--- config.mk ---
export PLATFORM = sky130hd
export DESIGN_NAME = rvde_muldiv
export DESIGN_NICKNAME = d
export VERILOG_FILES = /design/src/rtl/rvde_pkg.sv /design/src/rtl/rvde_muldiv.sv
export SDC_FILE = /design/constraint.sdc
export NUM_CORES = 2
export LEC_CHECK = 0
export BUFFER_PORTS_ARGS = -buffer_cell sky130_fd_sc_hd__buf_2
export CORE_MARGIN = 10
export CORE_UTILIZATION = 60
export CTS_CLUSTER_DIAMETER = 40
export DETAILED_ROUTE_END_ITERATION = 10
export PLACE_DENSITY_LB_ADDON = 0.3
export SETUP_SLACK_MARGIN = 0.2
export SKIP_CTS_REPAIR_TIMING = 1
export SYNTH_ARGS = -nofsm -noshare
export SYNTH_HDL_FRONTEND = slang
export SYNTH_SLANG_ARGS = --single-unit
--- constraint.sdc ---
create_clock -name clk -period 6.76 [get_ports clk]
set_input_delay 0.676 -clock clk [delete_from_list [all_inputs] [get_ports clk]]
set_output_delay 0.676 -clock clk [all_outputs]
set_load 0.02 [all_outputs]
--- src/rtl/rvde_pkg.sv ---
// ============================================================================
// RV64IM decode/execute package
// Opcodes, CSR addresses, result codes, state types and shared helpers.
// ============================================================================
package rvde_pkg;

    // Major opcodes.
    localparam logic [6:0] OP_REG    = 7'h33;
    localparam logic [6:0] OP_REG32  = 7'h3b;
    localparam logic [6:0] OP_IMM    = 7'h13;
    localparam logic [6:0] OP_IMM32  = 7'h1b;
    localparam logic [6:0] OP_LOAD   = 7'h03;
    localparam logic [6:0] OP_STORE  = 7'h23;
    localparam logic [6:0] OP_BRANCH = 7'h63;
    localparam logic [6:0] OP_JALR   = 7'h67;
    localparam logic [6:0] OP_JAL    = 7'h6f;
    localparam logic [6:0] OP_LUI    = 7'h37;
    localparam logic [6:0] OP_AUIPC  = 7'h17;
    localparam logic [6:0] OP_SYSTEM = 7'h73;

    localparam logic [6:0] F7_BASE = 7'h00;
    localparam logic [6:0] F7_ALT  = 7'h20;
    localparam logic [6:0] F7_MULDIV = 7'h01;
    localparam logic [5:0] F6_BASE = 6'h00;
    localparam logic [5:0] F6_ALT  = 6'h10;

    // Whole-word system instructions.
    localparam logic [31:0] INS_ECALL  = 32'h0000_0073;
    localparam logic [31:0] INS_EBREAK = 32'h0010_0073;
    localparam logic [31:0] INS_MRET   = 32'h3020_0073;

    // CSR funct3 codes.
    localparam logic [2:0] CSR_RW  = 3'd1;
    localparam logic [2:0] CSR_RS  = 3'd2;
    localparam logic [2:0] CSR_RSI = 3'd6;
    localparam logic [2:0] CSR_RCI = 3'd7;

    // Machine CSR addresses.
    localparam logic [11:0] CSR_MSTATUS = 12'h300;
    localparam logic [11:0] CSR_MIE     = 12'h304;
    localparam logic [11:0] CSR_MTVEC   = 12'h305;
    localparam logic [11:0] CSR_MEPC    = 12'h341;
    localparam logic [11:0] CSR_MCAUSE  = 12'h342;
    localparam logic [11:0] CSR_MIP     = 12'h344;

    // mstatus bit positions and the environment-call cause.
    localparam int MSTATUS_MIE  = 3;
    localparam int MSTATUS_MPIE = 7;
    localparam int MSTATUS_MPP  = 11;
    localparam logic [63:0] CAUSE_ECALL_M = 64'h0b;

    localparam logic [1:0] MEM_NONE  = 2'd0;
    localparam logic [1:0] MEM_LOAD  = 2'd1;
    localparam logic [1:0] MEM_STORE = 2'd2;

    localparam logic [1:0] TRAP_NONE    = 2'd0;
    localparam logic [1:0] TRAP_EBREAK  = 2'd1;
    localparam logic [1:0] TRAP_ILLEGAL = 2'd2;

    typedef enum logic [1:0] {
        ST_IDLE,
        ST_EXEC,
        ST_WAIT,
        ST_OUT
    } state_t;

    typedef enum logic [1:0] {
        MD_IDLE,
        MD_RUN,
        MD_FIX
    } md_state_t;

    // Request from the sequencer to the multiply/divide unit.
    typedef struct packed {
        logic       start;
        logic [2:0] funct3;
        logic       word;
    } md_req_t;

    typedef struct packed {
        logic [4:0]  rd_index;
        logic        rd_write;
        logic [63:0] rd_value;
        logic [63:0] next_pc;
        logic [1:0]  mem_op;
        logic [63:0] mem_address;
        logic [1:0]  mem_size_log2;
        logic        load_signed;
        logic [63:0] store_data;
        logic [1:0]  trap_kind;
    } res_t;

    function automatic logic [63:0] sx32(input logic [63:0] x);
        return {{32{x[31]}}, x[31:0]};
    endfunction

endpackage

--- src/rtl/rvde_muldiv.sv ---
// ============================================================================
// Iterative multiply/divide unit
// Shift-add multiplier and restoring divider sharing one set of 64-bit registers,
// one bit per cycle, with sign fix-up and word sign extension at the end.
// ============================================================================
module rvde_muldiv
(
    input  logic             clk,
    input  logic             rst_n,
    input  rvde_pkg::md_req_t req,
    input  logic [63:0]      a,
    input  logic [63:0]      b,
    output logic             done,
    output logic [63:0]      result
);

    rvde_pkg::md_state_t state_reg, state_next;
    logic [5:0]  cnt_reg;
    logic [63:0] hi_reg, lo_reg, mcand_reg, dividend_reg;
    logic [2:0]  f3_reg;
    logic        word_reg, neg_q_reg, neg_r_reg, dz_reg;
    logic        done_reg;
    logic [63:0] result_reg;

    logic        sa, sb, na, nb;
    logic [63:0] wa, wb, ua, ub;
    logic [64:0] mul_sum;
    logic [64:0] div_shift;
    logic [65:0] div_diff;
    logic [63:0] fix_val;

    // Operand preparation at start.
    always_comb
    begin
        if (req.funct3[2])
        begin
            sa = ~req.funct3[0];
            sb = ~req.funct3[0];
        end
        else
        begin
            sa = (req.funct3 == 3'd1) || (req.funct3 == 3'd2);
            sb = (req.funct3 == 3'd1);
        end
        if (req.word)
        begin
            wa = sa ? rvde_pkg::sx32(a) : {32'b0, a[31:0]};
            wb = sb ? rvde_pkg::sx32(b) : {32'b0, b[31:0]};
        end
        else
        begin
            wa = a;
            wb = b;
        end
        na = sa & wa[63];
        nb = sb & wb[63];
        ua = na ? (64'd0 - wa) : wa;
        ub = nb ? (64'd0 - wb) : wb;
    end

    // One step of the shared datapath.
    always_comb
    begin
        mul_sum   = {1'b0, hi_reg} + {1'b0, (lo_reg[0] ? mcand_reg : 64'd0)};
        div_shift = {hi_reg, lo_reg[63]};
        div_diff  = {1'b0, div_shift} - {2'b00, mcand_reg};
    end

    // Sign correction of the finished product, quotient or remainder.
    always_comb
    begin
        if (!f3_reg[2])
        begin
            if (f3_reg == 3'd0)
                fix_val = neg_q_reg ? (64'd0 - lo_reg) : lo_reg;
            else
                fix_val = neg_q_reg ? (~hi_reg + {63'd0, (lo_reg == 64'd0)}) : hi_reg;
        end
        else if (dz_reg)
        begin
            fix_val = f3_reg[1] ? dividend_reg : '1;
        end
        else if (f3_reg[1])
        begin
            fix_val = neg_r_reg ? (64'd0 - hi_reg) : hi_reg;
        end
        else
        begin
            fix_val = neg_q_reg ? (64'd0 - lo_reg) : lo_reg;
        end
    end

    always_comb
    begin
        state_next = state_reg;
        unique case (state_reg)
            rvde_pkg::MD_IDLE:
                if (req.start)
                    state_next = rvde_pkg::MD_RUN;
            rvde_pkg::MD_RUN:
                if (cnt_reg == '1)
                    state_next = rvde_pkg::MD_FIX;
            rvde_pkg::MD_FIX:
                state_next = rvde_pkg::MD_IDLE;
            default:
                state_next = rvde_pkg::MD_IDLE;
        endcase
    end

    always_ff @(posedge clk or negedge rst_n)
    begin
        if (!rst_n)
        begin
            state_reg <= rvde_pkg::MD_IDLE;
            cnt_reg   <= '0;
            done_reg  <= 1'b0;
        end
        else
        begin
            state_reg <= state_next;
            done_reg  <= (state_reg == rvde_pkg::MD_FIX);
            if (state_reg == rvde_pkg::MD_RUN)
                cnt_reg <= cnt_reg + 6'd1;
            else
                cnt_reg <= '0;
        end
    end

    always_ff @(posedge clk)
    begin
        if (state_reg == rvde_pkg::MD_IDLE && req.start)
        begin
            f3_reg       <= req.funct3;
            word_reg     <= req.word;
            dividend_reg <= wa;
            dz_reg       <= (wb == 64'd0);
            neg_q_reg    <= na ^ nb;
            neg_r_reg    <= na;
            hi_reg       <= '0;
            if (req.funct3[2])
            begin
                lo_reg    <= ua;
                mcand_reg <= ub;
            end
            else
            begin
                lo_reg    <= ub;
                mcand_reg <= ua;
            end
        end
        else if (state_reg == rvde_pkg::MD_RUN)
        begin
            if (!f3_reg[2])
            begin
                hi_reg <= mul_sum[64:1];
                lo_reg <= {mul_sum[0], lo_reg[63:1]};
            end
            else if (!div_diff[65])
            begin
                hi_reg <= div_diff[63:0];
                lo_reg <= {lo_reg[62:0], 1'b1};
            end
            else
            begin
                hi_reg <= div_shift[63:0];
                lo_reg <= {lo_reg[62:0], 1'b0};
            end
        end
        else if (state_reg == rvde_pkg::MD_FIX)
        begin
            result_reg <= word_reg ? rvde_pkg::sx32(fix_val) : fix_val;
        end
    end

    assign done   = done_reg;
    assign result = result_reg;

endmodule

==> impl_metrics.toml <==
[clock_tree]
cts.sinks = 336
cts_buffers = 69
clkLatencyLatePin_ps = 620
clockBufferDepth = 3
clk_pin_slew_ps = 60
cts_root_buffer = "clkbuf_16"
cts_max_level = 3
tritoncts = "done"

[placement]
port_buffers = 199
globalplace.congestion = 1.051
place_area_mm2 = 0.03361
dp.final_hpwl_mm = 93.73
pre_cts_slack_ps = 843.5

[global_route]
grt-ovfl-total = 0
grt_max_degree = 126
grt_util_all_layers = 0.3803
grt_pass1_wl_mm = 187.2
grt_pass1_vias = 30890
antenna_found_initial = 4

[run]
max_cap_viol_count = 0

[final_layout]
stdcell_area_mm2 = 0.03594
fin_nets = 4386
drive_gt1_frac = 0.1061
area_delta_synth_final_pct = 11.10
fillers = 4574

[worst_setup_path]
critPathArrivalTime_ps = 6470
required_ps = 7110
crit_path_max_fanout = 8
end_kind = "flop"
cp-start-kind = "flop"
crit_type = "reg2reg"

[floorplanning]
initial_core_util = 0.6035
die_x_um = 252.2
rows = 85
die_area_mm2 = 0.06360
core_area_mm2 = 0.05360
die_h_um = 252.2
pin_count = 200

[synth]
postSynthAreaPerCell_um2 = 7.922
synth_ff_type = "edfxtp_1"
synth_area_leader_cell = "edfxtp_1"
synth_cell_types = 91
synth.area.top_cells = "edfxtp_1 24%, o21ai_0 6.5%, xnor2_1 5.6%, a21oi_1 5.5%, xor2_1 5.5%"
synth_top_area_share = 0.2442
ys_ff_latch = 336
syn_nets = 4355
synth-edff-count = 263
ys_async_sr_fraction = 0.02679
synth-seq-area-share = 0.2907
yosysWarnings = 0
syn-cell-area_mm2 = 0.03235
synthCells = 4083

[run_status]
outcome = "finished, final reports clean"

[pwr]
combPwrFrac = 0.076
power.density_mw_per_mm2 = 171.1
seqPwrFrac = 0.362
p_leak_nw = 14.78
internal-power_mw = 4.571
swShare = 0.2567
p_switching_mw = 1.578
power.clock.fraction = 0.562
vdd_drop_max_mv = 0.1463

[sta]
max_clock_freq_mhz = 163.4
holdWs_ps = 276.7
rsz0062_at_grt = "false"
worst_slack_ps = 640.2
min_period_over_period = 0.9053
worst_pin_slew_ps = 1072
slew_viol_final = 0
maxSlewHeadroom = 0.2751
finalSetupViolations = 0
layout_min_cycle_time_ps = 6120
finClkSkew_ps = 41.26
tns_ps = 0
hold_violations = 0

[hold_path]
hold_class = "in2reg"

[routing]
vias_per_cell = 6.958
first_pass_iters = 6
wl_mm = 125.7
drt-initial-drc-count = 5527
ant_nets = 0
wl_per_cell_um = 25.85
route.detailed.drc = 0
vias = 33840
[Yosys cell counts, drive strengths merged, types with 12 or more instances]
cell	instances
dfxtp	64
o221ai	31
a221o	17
a31oi	31
a211oi	43
and4	12
nor3	79
nor2	368
a221oi	27
a21oi	358
nand2b	27
o211ai	46
nand4	46
inv	128
o21a	22
nor4	52
edfxtp	263
o21ai	434
xor2	202
a21o	74
or4	41
clkbuf	257
o21bai	25
o31ai	71
o41ai	27
mux2i	163
and2	19
a22o	25
ha	135
xnor2	207
nand3	65
buf	35
and3	20
or2	22
or3	43
nor2b	36
nand2	432
[final timing paths]
check / end / slack, ps / cells past startpoint / start
setup / recovery: result[62] / 640 / 18 / lo_reg[4]
hold / removal: dividend_reg[24] / 280 / 1 / a[24]
setup reg to reg: result[62] / 640 / 18 / lo_reg[4]
hold reg to reg: cnt_reg[0] / 450 / 1 / cnt_reg[0]
max in group asynchronous: cnt_reg[0] / 6030 / 2 / rst_n
min in group asynchronous: done / 500 / 2 / rst_n
[critical path, stage by stage (launching register included)]
cell	delay, ps
edfxtp_1	480
or3_4	430
or4_4	530
or4_4	580
or3_1	380
nor4_1	340
nand2_1	260
nor3_1	610
ha_1	390
ha_1	240
nand4_1	250
nor3_1	280
nand2_1	250
o21ai_0	280
xor2_1	200
a22o_1	150
nor3_1	50
o21ai_0	90
nand2_1	70
[through the flow]
| step | cells | util | total power, mW |
|---|---|---|---|
| finish | 4864 | 0.6704 | 6.149 |
| detailed placement | 4738 | 0.6271 | 2.711 |
| global placement | 4738 | 0.6271 | 2.700 |
| global route | 4864 | 0.6704 | 6.279 |
| CTS | 4862 | 0.6702 | 6.133 |
| floorplan | 4083 | - | 2.537 |
[area by class of cell]
cell class / instances / area, µm² / share of cell area
tap: 696 / 870.8 / 0.02423
sequential: 336 / 9404 / 0.2617
timing repair buffer: 252 / 1436 / 0.03997
clock buffer: 81 / 1853 / 0.05156
clock inverter: 43 / 460.4 / 0.01281
inverter: 130 / 493.0 / 0.01372
antenna: 1 / 2.502 / 0.00006963
multi-input combinational: 3325 / 21420 / 0.5960
[per-layer routing]
layer | vias to the layer above | wire length, µm | track usage
li1 | 15080 | - | -
met1 | 15770 | 48200 | 0.5161
met2 | 2597 | 52410 | 0.5498
met3 | 390 | 18630 | 0.09900
met4 | 4 | 6457 | 0.1909
met5 | - | 27 | 0
[cells in the final DEF (no fill, tap or decap), drive strengths merged, types with 52 or more instances in the layout]
| cell | instances |
|---|---|
| o21ai | 434 |
| nand2 | 432 |
| nor2 | 368 |
| a21oi | 358 |
| edfxtp | 263 |
| buf | 251 |
| xnor2 | 207 |
| xor2 | 202 |
| mux2i | 163 |
| inv | 146 |
| ha | 135 |
| clkbuf | 81 |
| nor3 | 79 |
| a21o | 74 |
| o31ai | 71 |
| nand3 | 65 |
| dfxtp | 64 |
| nor4 | 52 |
[logic make-up after synthesis]
| logic type | after synthesis | share of synthesized area |
|---|---|---|
| AO/OA/AOI/OAI | 1323 | 0.2551 |
| XOR/XNOR | 409 | 0.1107 |
| adder cells (fa/ha/maj) | 137 | 0.05346 |
| buffers and inverters | 422 | 0.04920 |
| flip-flops | 336 | 0.2907 |
| multiplexers | 167 | 0.05183 |
| AND/OR/NAND/NOR | 1289 | 0.1890 |
[power by group through the flow]
stage	Sequential [mW]	Clock, mW	Combinational [mW]
final	2.23	3.46	0.465
after global routing	2.23	3.55	0.499
after CTS	2.23	3.46	0.448
after detailed placement	2.27	0	0.443
after global placement	2.27	0	0.432
after floorplan	2.27	0	0.269
No activity file was read; power rests on OpenSTA's default activity.
